`src/rtl/sfcs_pkg.sv`:
```
`default_nettype none

package sfcs_pkg;

   // request function codes
   localparam logic FUNC_LOAD  = 1'b0;
   localparam logic FUNC_QUERY = 1'b1;

   // table read address select
   localparam logic [1:0] SEL_LO  = 2'd0;
   localparam logic [1:0] SEL_HI  = 2'd1;
   localparam logic [1:0] SEL_MID = 2'd2;

   typedef struct packed {
      logic       write;       // store one table entry
      logic       init;        // capture query value, bounds, clear flags
      logic       reinit;      // restore bounds for the floor pass
      logic [1:0] rd_sel;      // address of the next table read
      logic       lo_mid_inc;  // lo = mid + 1
      logic       lo_mid;      // lo = mid
      logic       hi_mid;      // hi = mid
      logic       hi_mid_dec;  // hi = mid - 1
      logic       ceil_set;    // ceiling found, value from read data
      logic       floor_take;  // floor candidate from read data, no flag
      logic       floor_set;   // floor found, value from read data
      logic       floor_keep;  // floor found, keep candidate
      logic       respond;     // register the result
   } cmd_type;

   typedef struct packed {
      logic empty;      // hi below lo
      logic x_lt_d;     // query below read data
      logic x_eq_d;     // query equals read data
      logic mid_is_lo;  // midpoint equals lo
   } stat_type;

endpackage

`default_nettype wire

```
`src/rtl/sorted_floor_ceiling_search.sv`:
```
`default_nettype none

// Channel   Handshake                     Payload
// request   start & !busy                 req_func, req_entry_index, req_value
// response  rsp_valid (one-cycle strobe)  rsp_ceiling_value/found, rsp_floor_value/found
// csr       csr_valid & csr_ready         csr_entry_count
//
// A load request writes one table entry at its accept edge and leaves busy low.
// A query runs a ceiling search, then a floor search, through one registered read
// port, in rounds of a bounds check, a lo, a hi and a mid probe: at most
// clog2(TABLE_DEPTH) full rounds and a last partial round per search, then a done
// state; busy ends sooner on an early hit, and the response strobe shows in the
// first cycle busy is low. Synchronous reset clears the entry count and idles the
// search; table contents stay. The receiver cannot stall.

module sorted_floor_ceiling_search
   import sfcs_pkg::*;
#(
   parameter int TABLE_DEPTH = 16
) (
   input  wire logic               clock,
   input  wire logic               reset,
   // request
   input  wire logic               start,
   output logic                    busy,
   input  wire logic               req_func,
   input  wire logic         [3:0] req_entry_index,
   input  wire logic signed [31:0] req_value,
   // response
   output logic                    rsp_valid,
   output logic signed      [31:0] rsp_ceiling_value,
   output logic                    rsp_ceiling_found,
   output logic signed      [31:0] rsp_floor_value,
   output logic                    rsp_floor_found,
   // entry count register
   input  wire logic               csr_valid,
   output logic                    csr_ready,
   input  wire logic         [4:0] csr_entry_count
);

   cmd_type  cmd;
   stat_type stat;

   // the count register takes a write in any cycle
   assign csr_ready = 1'b1;

   // sequence the probes of both searches
   sfcs_controller u_controller (
      .clock    (clock),
      .reset    (reset),
      .start    (start),
      .req_func (req_func),
      .busy     (busy),
      .cmd      (cmd),
      .stat     (stat)
   );

   // table, search bounds, compare and result registers
   sfcs_datapath #(
      .TABLE_DEPTH (TABLE_DEPTH)
   ) u_datapath (
      .clock             (clock),
      .reset             (reset),
      .cmd               (cmd),
      .stat              (stat),
      .req_entry_index   (req_entry_index),
      .req_value         (req_value),
      .csr_valid         (csr_valid),
      .csr_entry_count   (csr_entry_count),
      .rsp_valid         (rsp_valid),
      .rsp_ceiling_value (rsp_ceiling_value),
      .rsp_ceiling_found (rsp_ceiling_found),
      .rsp_floor_value   (rsp_floor_value),
      .rsp_floor_found   (rsp_floor_found)
   );

   // a response strobe is never raised back to back
   a_rsp_single: assert property (@(posedge clock) disable iff (reset)
      rsp_valid |=> !rsp_valid)
      else $error("response strobe held for two cycles");

   // an accepted query holds the block busy
   a_query_busy: assert property (@(posedge clock) disable iff (reset)
      (start && !busy && req_func == FUNC_QUERY) |=> busy)
      else $error("query accepted without going busy");

   // a load finishes in its accept cycle and raises no response
   a_load_quiet: assert property (@(posedge clock) disable iff (reset)
      (start && !busy && req_func == FUNC_LOAD) |=> (!busy && !rsp_valid))
      else $error("load request caused busy or a response");

   // a side that found nothing reports zero
   a_zero_miss: assert property (@(posedge clock) disable iff (reset)
      (rsp_valid && (!rsp_ceiling_found || !rsp_floor_found)) |->
      ((rsp_ceiling_found || rsp_ceiling_value == 32'sd0) &&
       (rsp_floor_found || rsp_floor_value == 32'sd0)))
      else $error("missing floor or ceiling with nonzero value");

endmodule

`default_nettype wire

```
`src/rtl/sfcs_datapath.sv`:
```
`default_nettype none

module sfcs_datapath
   import sfcs_pkg::*;
#(
   parameter int TABLE_DEPTH = 16
) (
   input  wire logic               clock,
   input  wire logic               reset,
   input  wire cmd_type            cmd,
   output stat_type                stat,
   input  wire logic         [3:0] req_entry_index,
   input  wire logic signed [31:0] req_value,
   input  wire logic               csr_valid,
   input  wire logic         [4:0] csr_entry_count,
   output logic                    rsp_valid,
   output logic signed      [31:0] rsp_ceiling_value,
   output logic                    rsp_ceiling_found,
   output logic signed      [31:0] rsp_floor_value,
   output logic                    rsp_floor_found
);

   localparam int AW = (TABLE_DEPTH > 1) ? $clog2(TABLE_DEPTH) : 1;
   localparam int IW = AW + 2;

   logic signed [31:0] table_mem [TABLE_DEPTH];
   logic signed [31:0] rd_data_ff;
   logic        [AW-1:0] rd_addr;

   logic [4:0] count_ff;

   logic signed [31:0] x_ff;
   logic signed [IW-1:0] lo_ff, lo_in;
   logic signed [IW-1:0] hi_ff, hi_in;
   logic signed [IW-1:0] top_ff;
   logic signed [IW-1:0] top_in;
   logic signed [IW:0]   mid_sum;
   logic signed [IW-1:0] mid;
   logic [31:0] count_wide;
   logic [31:0] used_wide;

   logic signed [31:0] ceil_val_ff, floor_val_ff;
   logic ceil_found_ff, floor_found_ff;
   logic rsp_valid_ff;
   logic signed [31:0] rsp_ceil_ff, rsp_floor_ff;
   logic rsp_cf_ff, rsp_ff_ff;

   always_ff @(posedge clock) begin
      if (reset) begin
         count_ff <= 5'd0;
      end else if (csr_valid) begin
         count_ff <= csr_entry_count;
      end
   end

   // saturate the count to the table depth
   always_comb begin
      count_wide = 32'(count_ff);
      if (count_wide > 32'(TABLE_DEPTH)) begin
         used_wide = 32'(TABLE_DEPTH);
      end else begin
         used_wide = count_wide;
      end
      top_in = IW'(used_wide - 32'd1);
   end

   assign mid_sum = {lo_ff[IW-1], lo_ff} + {hi_ff[IW-1], hi_ff};
   assign mid     = mid_sum[IW:1];

   always_comb begin
      unique case (cmd.rd_sel)
         SEL_LO:  rd_addr = lo_ff[AW-1:0];
         SEL_HI:  rd_addr = hi_ff[AW-1:0];
         SEL_MID: rd_addr = mid[AW-1:0];
         default: rd_addr = lo_ff[AW-1:0];
      endcase
   end

   always_ff @(posedge clock) begin
      if (cmd.write && (32'(req_entry_index) < 32'(TABLE_DEPTH))) begin
         table_mem[AW'(req_entry_index)] <= req_value;
      end
      rd_data_ff <= table_mem[rd_addr];
   end

   always_comb begin
      lo_in = lo_ff;
      hi_in = hi_ff;
      priority if (cmd.init) begin
         lo_in = '0;
         hi_in = top_in;
      end else if (cmd.reinit) begin
         lo_in = '0;
         hi_in = top_ff;
      end else begin
         if (cmd.lo_mid_inc) lo_in = mid + IW'(1);
         if (cmd.lo_mid)     lo_in = mid;
         if (cmd.hi_mid)     hi_in = mid;
         if (cmd.hi_mid_dec) hi_in = mid - IW'(1);
      end
   end

   always_ff @(posedge clock) begin
      lo_ff <= lo_in;
      hi_ff <= hi_in;
      if (cmd.init) begin
         x_ff   <= req_value;
         top_ff <= top_in;
      end
      if (cmd.ceil_set) ceil_val_ff <= rd_data_ff;
      if (cmd.floor_take || cmd.floor_set) floor_val_ff <= rd_data_ff;
   end

   always_ff @(posedge clock) begin
      if (reset) begin
         ceil_found_ff  <= 1'b0;
         floor_found_ff <= 1'b0;
         rsp_valid_ff   <= 1'b0;
      end else begin
         if (cmd.init) begin
            ceil_found_ff  <= 1'b0;
            floor_found_ff <= 1'b0;
         end else begin
            if (cmd.ceil_set) ceil_found_ff <= 1'b1;
            if (cmd.floor_set || cmd.floor_keep) floor_found_ff <= 1'b1;
         end
         rsp_valid_ff <= cmd.respond;
      end
   end

   // drop the value of a side that found nothing
   always_ff @(posedge clock) begin
      if (cmd.respond) begin
         rsp_ceil_ff  <= ceil_found_ff ? ceil_val_ff : 32'sd0;
         rsp_cf_ff    <= ceil_found_ff;
         rsp_floor_ff <= floor_found_ff ? floor_val_ff : 32'sd0;
         rsp_ff_ff    <= floor_found_ff;
      end
   end

   assign stat.empty     = hi_ff < lo_ff;
   assign stat.x_lt_d    = x_ff < rd_data_ff;
   assign stat.x_eq_d    = x_ff == rd_data_ff;
   assign stat.mid_is_lo = mid == lo_ff;

   assign rsp_valid         = rsp_valid_ff;
   assign rsp_ceiling_value = rsp_ceil_ff;
   assign rsp_ceiling_found = rsp_cf_ff;
   assign rsp_floor_value   = rsp_floor_ff;
   assign rsp_floor_found   = rsp_ff_ff;

endmodule

`default_nettype wire

```
`src/rtl/sfcs_controller.sv`:
```
`default_nettype none

module sfcs_controller
   import sfcs_pkg::*;
(
   input  wire logic     clock,
   input  wire logic     reset,
   input  wire logic     start,
   input  wire logic     req_func,
   output logic          busy,
   output cmd_type       cmd,
   input  wire stat_type stat
);

   localparam logic [3:0] ST_IDLE  = 4'd0;
   localparam logic [3:0] ST_C_CHK = 4'd1;
   localparam logic [3:0] ST_C_LO  = 4'd2;
   localparam logic [3:0] ST_C_HI  = 4'd3;
   localparam logic [3:0] ST_C_MID = 4'd4;
   localparam logic [3:0] ST_F_CHK = 4'd5;
   localparam logic [3:0] ST_F_LO  = 4'd6;
   localparam logic [3:0] ST_F_HI  = 4'd7;
   localparam logic [3:0] ST_F_MID = 4'd8;
   localparam logic [3:0] ST_DONE  = 4'd9;

   logic [3:0] state_ff, state_in;

   always_ff @(posedge clock) begin
      if (reset) begin
         state_ff <= ST_IDLE;
      end else begin
         state_ff <= state_in;
      end
   end

   always_comb begin
      cmd      = '0;
      cmd.rd_sel = SEL_LO;
      state_in = state_ff;
      unique case (state_ff)
         ST_IDLE: begin
            if (start) begin
               if (req_func == FUNC_QUERY) begin
                  cmd.init = 1'b1;
                  state_in = ST_C_CHK;
               end else begin
                  cmd.write = 1'b1;
               end
            end
         end
         ST_C_CHK: begin
            cmd.rd_sel = SEL_LO;
            if (stat.empty) begin
               cmd.reinit = 1'b1;
               state_in   = ST_F_CHK;
            end else begin
               state_in = ST_C_LO;
            end
         end
         ST_C_LO: begin
            cmd.rd_sel = SEL_HI;
            if (stat.x_lt_d || stat.x_eq_d) begin
               cmd.ceil_set = 1'b1;
               cmd.reinit   = 1'b1;
               state_in     = ST_F_CHK;
            end else begin
               state_in = ST_C_HI;
            end
         end
         ST_C_HI: begin
            cmd.rd_sel = SEL_MID;
            if (!(stat.x_lt_d || stat.x_eq_d)) begin
               cmd.reinit = 1'b1;
               state_in   = ST_F_CHK;
            end else begin
               state_in = ST_C_MID;
            end
         end
         ST_C_MID: begin
            if (stat.x_eq_d) begin
               cmd.ceil_set = 1'b1;
               cmd.reinit   = 1'b1;
               state_in     = ST_F_CHK;
            end else if (!stat.x_lt_d) begin
               cmd.lo_mid_inc = 1'b1;
               state_in       = ST_C_CHK;
            end else begin
               cmd.hi_mid = 1'b1;
               state_in   = ST_C_CHK;
            end
         end
         ST_F_CHK: begin
            cmd.rd_sel = SEL_LO;
            if (stat.empty) begin
               state_in = ST_DONE;
            end else begin
               state_in = ST_F_LO;
            end
         end
         ST_F_LO: begin
            cmd.rd_sel = SEL_HI;
            if (stat.x_lt_d) begin
               state_in = ST_DONE;
            end else begin
               // hold the entry at lo in case the midpoint lands on it
               cmd.floor_take = 1'b1;
               state_in       = ST_F_HI;
            end
         end
         ST_F_HI: begin
            cmd.rd_sel = SEL_MID;
            if (!stat.x_lt_d) begin
               cmd.floor_set = 1'b1;
               state_in      = ST_DONE;
            end else if (stat.mid_is_lo) begin
               cmd.floor_keep = 1'b1;
               state_in       = ST_DONE;
            end else begin
               state_in = ST_F_MID;
            end
         end
         ST_F_MID: begin
            if (stat.x_eq_d) begin
               cmd.floor_set = 1'b1;
               state_in      = ST_DONE;
            end else if (!stat.x_lt_d) begin
               cmd.lo_mid = 1'b1;
               state_in   = ST_F_CHK;
            end else begin
               cmd.hi_mid_dec = 1'b1;
               state_in       = ST_F_CHK;
            end
         end
         ST_DONE: begin
            cmd.respond = 1'b1;
            state_in    = ST_IDLE;
         end
         default: begin
            state_in = ST_IDLE;
         end
      endcase
   end

   assign busy = state_ff != ST_IDLE;

endmodule

`default_nettype wire
```
`config.mk`:
```
export PLATFORM = sky130hd
export DESIGN_NAME = sorted_floor_ceiling_search
export DESIGN_NICKNAME = d
export VERILOG_FILES = /design/src/rtl/sfcs_pkg.sv /design/src/rtl/sorted_floor_ceiling_search.sv /design/src/rtl/sfcs_datapath.sv /design/src/rtl/sfcs_controller.sv
export SDC_FILE = /design/constraint.sdc
export NUM_CORES = 1
export LEC_CHECK = 0
export BUFFER_PORTS_ARGS = -buffer_cell sky130_fd_sc_hd__buf_2
export CORE_ASPECT_RATIO = 1.4
export CORE_UTILIZATION = 45
export DETAILED_ROUTE_END_ITERATION = 10
export PLACE_DENSITY = 0.69
export SLEW_MARGIN = 20
export SYNTH_ARGS = -nofsm -noshare
export SYNTH_HDL_FRONTEND = slang
export SYNTH_SLANG_ARGS = --single-unit
```
`constraint.sdc`:
```
create_clock -name clock -period 3.7 [get_ports clock]
set_clock_uncertainty 0.05 [all_clocks]
set_input_delay 0 -clock clock [delete_from_list [all_inputs] [get_ports clock]]
set_output_delay 0 -clock clock [all_outputs]
set_load 0.02 [all_outputs]
```
==> parameters.txt, run 1 <==
Parameter                              Value

STA
  Final total negative setup slack ... 0 ns
  Tmin final ... 3.45 ns
  Number of failing setup endpoints in the final timing report ... 0
  Max-slew violations ... 0
  Part of the cycle the worst path needs ... 93.3%
  Max-Slew Margin vs Limit ... 46.6%
  Setup repair after global routing missed its margin ... no
  Hold Vio Cnt, Final ... 0
  Maximum achievable frequency ... 290 MHz
  Worst Tran Pin Value ... 0.799 ns

Pwr
  Sequential cell fraction of total power ... 51.8%
  Power Total ... 18.4 mW
  Power density relative to cell area ... 548 nW/um2
  Portion of total power attributed to the clock network ... 37.5%
  Total net switching power ... 4.12 mW
  Internal power component ... 14.3 mW
  Maximum vdd drop ... 0.394 mV
  Leakage ... 11.8 nW
  Switching Fraction ... 22.4%
  Proportion of power drawn by combinational gates ... 10.7%

Clocking
  Clock tree sinks ... 736
  Number of setup buffers added after CTS ... 0
  CTS Root Cell ... clkbuf_16
  Clock-pin transition on the worst setup and hold timing paths ... 0.07 ns
  CTS tree ... yes
  Clock H-tree levels ... 2
  Clock buffer count from CTS ... 61
  Clock latency on the worst-skew pair ... 0.63 ns
  Maximum buffer depth of the clock tree ... 3

Synthesis
  Seq/Total Area, Yosys ... 75.5%
  Combined area of all synthesized cells ... 28600 um2
  Average footprint of a synthesized cell ... 19.8 um2
  Post-synth top flop ... edfxtp_1
  Synth warnings ... 0
  Yosys cell types ... 72
  Share of async-settable or async-resettable flops after synthesis ... 0%
  Cell types occupying the most area after synthesis ... edfxtp_1, mux4_2, mux2i_1, dfxtp_1, ha_1
  Number of flip-flops and latches in the synthesized netlist ... 736
  Instance count of the mapped netlist ... 1443
  Share of Yosys cell area claimed by the top area cell type ... 72.0%
  Syn nets ... 1537
  Largest area contributor in the netlist ... edfxtp_1
  Count of flip-flops with a built-in enable after synthesis ... 686

Floorplan
  Die Wd ... 215 um
  I/O pin count ... 115
  Area of the die ... 64600 um2
  Initial Utilization ... 45.4%
  Std-Cell Core Area ... 63000 um2
  Vert. Die Dim ... 300 um
  Site Rows ... 109

Final layout
  Antenna fix cells ... 0
  Count of non-filler cells in the finished layout ... 2557
  Area added between synthesis and finish ... 17.2%
  Share of post-route cells with drive strength above 1 ... 25.4%
  Final Net Count ... 1767

Placement
  Final HPWL DP ... 37.2 mm
  Number of buffers inserted by port buffering ... 113
  DP Cell Count ... 2389
  Routability cong. ... 0.869

Setup path
  CP Class ... flop to flop
  Data arrival time of the worst path ... 3.85 ns
  Startpoint type of the worst setup path ... flop
  Worst setup EP type ... flop
  Critical-path maximum fanout ... 28
  Critical path data required time ... 4.09 ns

GRT
  Initial antenna violation count ... 1
  Aggregate global routing overflow ... 0
  Vias in the first global route ... 14600
  First-pass GRT wire length ... 89.9 mm
  Maximum number of pins on one net before global-route repair ... 47
  Global router's overall resource usage ... 18.6%

Detailed routing
  Detailed Route WL ... 59.5 mm
  Post-detailed-route DRC marker count ... 0
  Average routed wire per standard cell ... 23.3 um
  First drt pass iteration count ... 6
  Total vias in the final route ... 14000
  Via density per instance ... 5.48
  Count of nets left with antenna violations after detail routing ... 0
  Number of DRC markers after the initial detailed-route iteration ... 1108

Job
  Reported max-cap violation count ... 0

Run status
  Outcome ... completed

Hold path
  Kind of path behind the tightest hold check ... input port to flop
## cell families after synthesis
family / Yosys count / synth area share [%]
flip-flops: 736 / 75.5
multiplexers: 235 / 13.8
AND/OR/NAND/NOR: 214 / 4.25
buffers and inverters: 110 / 1.64
AO/OA/AOI/OAI: 76 / 1.89
adder cells (fa/ha/maj): 48 / 2.13
XOR/XNOR: 23 / 0.770
other: 1 / 0.0131
## layout make-up
| cell class | instances | area [um2] |
|---|---|---|
| fillers | 4868 | 29500 |
| well taps | 832 | 1040 |
| multi-input cells | 597 | 6730 |
| repair buffers | 223 | 1790 |
| clock inverters | 33 | 495 |
| inverters | 54 | 203 |
| flip-flops and latches | 736 | 21600 |
| clock buffers | 82 | 1690 |
## cell usage in the layout, fill, tap and decap left out, types with 3 or more instances in the layout
cell type / n
clkbuf_16: 62
buf_4: 36
nand3_1: 11
xor2_1: 6
nand4_1: 7
nor2_4: 12
nor3_1: 10
dfxtp_1: 48
a22oi_1: 4
inv_1: 53
or3_1: 4
clkinv_2: 9
nor3_4: 5
mux2i_1: 107
clkbuf_1: 14
o211ai_1: 3
edfxtp_1: 686
buf_12: 21
ha_1: 47
mux4_2: 128
and2_1: 66
a31oi_1: 4
nand4_2: 3
nand2b_1: 4
clkinvlp_4: 3
xnor2_1: 16
nor2b_1: 4
bufinv_16: 12
o21ai_0: 11
nand2_1: 32
buf_2: 113
nor2_1: 31
a21oi_4: 5
a21oi_1: 19
and3_1: 3
clkinv_1: 6
a221o_1: 3
a21o_1: 3
clkbuf_8: 6
dlygate4sd3_1: 53
## registers in the layout (all words and copies together) (netlist names)
register	cells
u_datapath.rsp_floor_value	32
u_datapath.rsp_valid	1
u_datapath.ceil_val_ff	32
u_datapath.hi_ff	6
u_datapath.rsp_floor_found	1
u_controller.state_ff	4
u_datapath.x_ff	32
u_datapath.rsp_ceiling_value	32
u_datapath.count_ff	5
u_datapath.floor_found_ff	1
u_datapath.top_ff	6
u_datapath.ceil_found_ff	1
u_datapath.table_mem	512
u_datapath.lo_ff	6
u_datapath.rsp_ceiling_found	1
u_datapath.floor_val_ff	32
u_datapath.rd_data_ff	32
## power groups by stage
| stage | clock network (mW) | logic (mW) | registers, mW |
|---|---|---|---|
| detailed placement | 0 | 1.92 | 9.69 |
| CTS | 7.01 | 1.99 | 9.51 |
| global placement | 0 | 1.89 | 9.68 |
| finish | 6.89 | 1.97 | 9.52 |
| global route | 7.27 | 2.16 | 9.53 |
| floorplan | 0 | 1.34 | 9.61 |
## cells in the mapped netlist, types with 6 or more instances
| master | count |
|---|---|
| buf_2 | 28 |
| nand4_1 | 7 |
| xor2_1 | 6 |
| and2_1 | 66 |
| mux4_2 | 128 |
| nor2_1 | 43 |
| dfxtp_1 | 50 |
| mux2i_1 | 107 |
| nand2_1 | 32 |
| o21ai_0 | 11 |
| nor3_1 | 14 |
| inv_1 | 54 |
| ha_1 | 47 |
| edfxtp_1 | 686 |
| a21oi_1 | 23 |
| clkbuf_1 | 20 |
| nand3_1 | 11 |
| xnor2_1 | 16 |
## per-layer routing
layer | up-vias | wire length (um) | global-route usage [%]
met4 | 0 | 1930 | 6.26
met5 | - | 0 | 0
met3 | 110 | 3160 | 2.47
met1 | 7240 | 23600 | 23.4
met2 | 458 | 30800 | 33.1
li1 | 6206 | - | -
## per-stage QoR
step | worst slack [ns] | utilization, % | hold slack [ns] | instance area [um2]
2_1_floorplan | 0.233 | - | 0.0489 | 28600
3_3_place_gp | 0.250 | 48.9 | 0.197 | 30800
3_5_place_dp | 0.226 | 48.9 | 0.200 | 30800
4_1_cts | 0.220 | 53.2 | 0.151 | 33500
5_1_grt | 0.0325 | 53.2 | 0.175 | 33500
6_report | 0.247 | 53.2 | 0.165 | 33500
## worst paths after layout
path,cells after the start,from,endpoint,slack (ns)
worst max-delay path,12,u_datapath.lo_ff[2]$_SDFFE_PP0P_,u_datapath.rd_data_ff[12]$_DFF_P_,0.25
worst min-delay path,3,req_entry_index[1],u_datapath.table_mem[7][6]$_DFFE_PP_,0.16
worst max register to register,12,u_datapath.lo_ff[2]$_SDFFE_PP0P_,u_datapath.rd_data_ff[12]$_DFF_P_,0.25
worst min register to register,0,u_datapath.rd_data_ff[29]$_DFF_P_,u_datapath.ceil_val_ff[29]$_DFFE_PP_,0.41
## repair_timing
item                      in CTS  in global routing
hold buffers                  53                  0
resized for setup              0                  0
hold endpoints to repair     571                  0
## critical path, cell delays in order, from the launching register on
cell,delay (ns)
dfxtp_1,0.40
inv_1,0.12
ha_1,0.38
nor4bb_4,0.38
nor3_4,0.10
xnor2_4,0.32
a221oi_2,0.13
a21oi_4,0.16
buf_12,0.24
buf_12,0.22
mux4_2,0.31
mux2i_1,0.23
mux2i_1,0.19
No activity file was read; power rests on OpenSTA's default activity.
==> inputs of run 2 (changes only) <==
--- a/config.mk
+++ b/config.mk
@@ -9,6 +9,7 @@
 export CORE_ASPECT_RATIO = 1.4
 export CORE_UTILIZATION = 45
 export DETAILED_ROUTE_END_ITERATION = 10
+export GPL_TIMING_DRIVEN = 0
 export PLACE_DENSITY = 0.69
 export SLEW_MARGIN = 20
 export SYNTH_ARGS = -nofsm -noshare
==> parameters.txt, run 2 (same netlist as run 1, synthesis figures left out) <==
Parameter                              Value

Setup path
  Critical path data required time ... 3.96 ns (-0.13 ns)
  Data arrival time of the worst path ... 3.82 ns (-0.03 ns)
  Dominant delay contributor by cell family on the critical path ... simple AND/OR/NAND/NOR gates
  CP bufs+invs ... 4 (+1)
  Startpoint type of the worst setup path ... flop
  CP Class ... flop to flop
  CP max stage cell ... dlygate4sd3_1
  List of cells traversed by the critical path ... clkbuf_1 -> nor2_1 -> nand2_1 -> nor2_1 -> nand3b_1 -> or3_4 -> dlygate4sd3_1 -> nor2_4 -> buf_16 -> buf_16
  Critical-path maximum fanout ... 13 (-54%)
  Worst setup EP type ... flop
  Slowest Stage Delay on Critical Path ... 0.67 ns (+0.27 ns)

Final layout
  Antenna fix cells ... 0 (unchanged)
  Commonest non-fill, non-tap cell in the layout ... edfxtp_1
  Combined area of the multi-input logic cells ... 6700 um2 (-0.37%)
  Largest Register ... u_datapath.table_mem
  Flip-flop and latch area ... 21600 um2 (about the same)
  Count of non-filler cells in the finished layout ... 2599 (+1.6%)
  Fill cell instance count of the final layout ... 4804 (-1.3%)
  Flip-flop count of the largest register, all copies and words added ... 512 (unchanged)
  Core utilization of the finished layout ... 53.9% (+0.63 points)
  Leading cell types in the layout, fill and taps excluded ... edfxtp_1, mux4_2, buf_2
  Final Net Count ... 1809 (+2.4%)
  Area added between synthesis and finish ... 18.6%
  Share of post-route cells with drive strength above 1 ... 26.0% (+0.64 points)

STA
  Final WS setup ... 0.140 ns (-0.107 ns)
  Final total negative setup slack ... 0 ns (unchanged)
  Tmin final ... 3.56 ns (+0.107 ns)
  Hold Vio Cnt, Final ... 0 (unchanged)
  Number of failing setup endpoints in the final timing report ... 0 (unchanged)
  Worst Tran Pin Value ... 0.834 ns (+0.0354 ns)
  Setup repair after global routing missed its margin ... no
  Max-Slew Margin vs Limit ... 44.4% (-2.2 points)
  Maximum achievable frequency ... 281 MHz (-3.0%)
  Max-slew violations ... 0 (unchanged)
  Part of the cycle the worst path needs ... 96.2% (+2.9 points)

Detailed routing
  First drt pass iteration count ... 5 (-1)
  Detailed Route WL ... 60.2 mm (+1.1%)
  Number of DRC markers after the initial detailed-route iteration ... 1095 (-1.2%)
  Post-detailed-route DRC marker count ... 0 (unchanged)
  Count of nets left with antenna violations after detail routing ... 0 (unchanged)
  Total vias in the final route ... 14100 (+0.77%)
  Average routed wire per standard cell ... 23.2 um (-0.50%)
  Via density per instance ... 5.43 (-0.86%)

Placement
  DP Cell Count ... 2425 (+1.5%)
  Routability cong. ... 0.849 (-2.3%)
  Final HPWL DP ... 42.1 mm (+13%)
  Number of buffers inserted by port buffering ... 111 (-1.8%)
  Minimum setup slack after placement ... -0.508 ns (-0.734 ns)

Clocking
  Clock latency on the worst-skew pair ... 0.61 ns (-0.02 ns)
  Maximum buffer depth of the clock tree ... 3 (unchanged)
  Clock-pin transition on the worst setup and hold timing paths ... 0.07 ns (about the same)
  Clock H-tree levels ... 2 (unchanged)
  Clock tree sinks ... 736 (unchanged)
  CTS tree ... yes
  CTS Root Cell ... clkbuf_16
  Clock buffer count from CTS ... 60 (-1.6%)

GRT
  Aggregate global routing overflow ... 0 (unchanged)
  Maximum number of pins on one net before global-route repair ... 47 (unchanged)
  Vias in the first global route ... 14700 (+1.1%)
  Global router's overall resource usage ... 18.7% (+0.090 points)
  First-pass GRT wire length ... 90.0 mm (+0.12%)
  Initial antenna violation count ... 0 (-1)

Pwr
  Power Total ... 17.8 mW (-3.3%)
  Leakage ... 12.0 nW (+1.2%)
  Maximum vdd drop ... 0.409 mV (+3.7%)
  Power density relative to cell area ... 524 nW/um2 (-4.4%)

Floorplan
  Area of the die ... 64600 um2 (unchanged)
  Std-Cell Core Area ... 63000 um2 (unchanged)
  Vert. Die Dim ... 300 um (unchanged)
  Initial Utilization ... 45.4% (unchanged)
  Site Rows ... 109 (unchanged)
  Die Wd ... 215 um (unchanged)
  I/O pin count ... 115 (unchanged)

Job
  Reported max-cap violation count ... 0 (unchanged)

Run status
  Outcome ... completed

Hold path
  Kind of path behind the tightest hold check ... input port to flop
==> run 2: cell types whose count changed in the layout (fill, tap and decap cells not counted), moves of 4 or more <==
cell,before,now
buf_4,36,11
clkbuf_1,14,28
clkbuf_2,0,6
buf_16,0,26
buf_8,0,8
buf_6,0,16
bufinv_16,12,3
a21oi_1,19,23
a21oi_4,5,1
buf_2,113,121
clkbuf_4,0,5
dlygate4sd3_1,53,57
buf_12,21,2
==> run 2: power breakdown <==
| group | leakage, nW | internal [mW] | switching (mW) |
|---|---|---|---|
| logic | 4.51 | 0.889 | 1.15 |
| registers | 6.53 | 9.35 | 0.168 |
| clock network | 0.943 | 3.41 | 2.80 |
| total | 12.0 | 13.7 | 4.12 |
==> run 2: stage by stage <==
stage / hold WS, ns / instance area [um2]
2_1_floorplan: 0.0489 / 28600
3_3_place_gp: 0.191 / 30200
5_1_grt: 0.283 / 33900
4_1_cts: 0.106 / 33800
3_5_place_dp: 0.207 / 31300
6_report: 0.276 / 33900
==> run 2: area by class of cell <==
class,instances,share of cell area (%)
flip-flops and latches,736,63.7
multi-input cells,597,19.7
inverters,54,0.605
clock inverters,29,0.708
clock buffers,85,5.00
well taps,832,3.07
repair buffers,212,6.11
plain buffers,54,1.11
==> run 2: what timing repair did <==
item,CTS,global route
setup buffers,0,5
pin swaps,0,2
resized for setup,25,24
endpoints found under the hold margin,576,9
hold buffers,54,3
setup endpoints to repair,32,77
==> run 2: final timing paths <==
kind	from	end	slack, ns	depth (start not counted)
max	u_controller.state_ff[2]$_SDFFE_PP0P_	u_datapath.table_mem[8][22]$_DFFE_PP_	0.14	10
min	req_value[6]	u_datapath.table_mem[15][6]$_DFFE_PP_	0.28	2
max reg2reg	u_controller.state_ff[2]$_SDFFE_PP0P_	u_datapath.table_mem[8][22]$_DFFE_PP_	0.14	10
min reg2reg	u_datapath.rd_data_ff[3]$_DFF_P_	u_datapath.floor_val_ff[3]$_DFFE_PP_	0.41	0
==> run 2: per-layer routing <==
metal | GRT usage, % | part of all wire [%]
met1 | 22.2 | 39
met2 | 34.9 | 54
met3 | 2.07 | 4.0
met4 | 6.75 | 3.0
met5 | 0 | 0
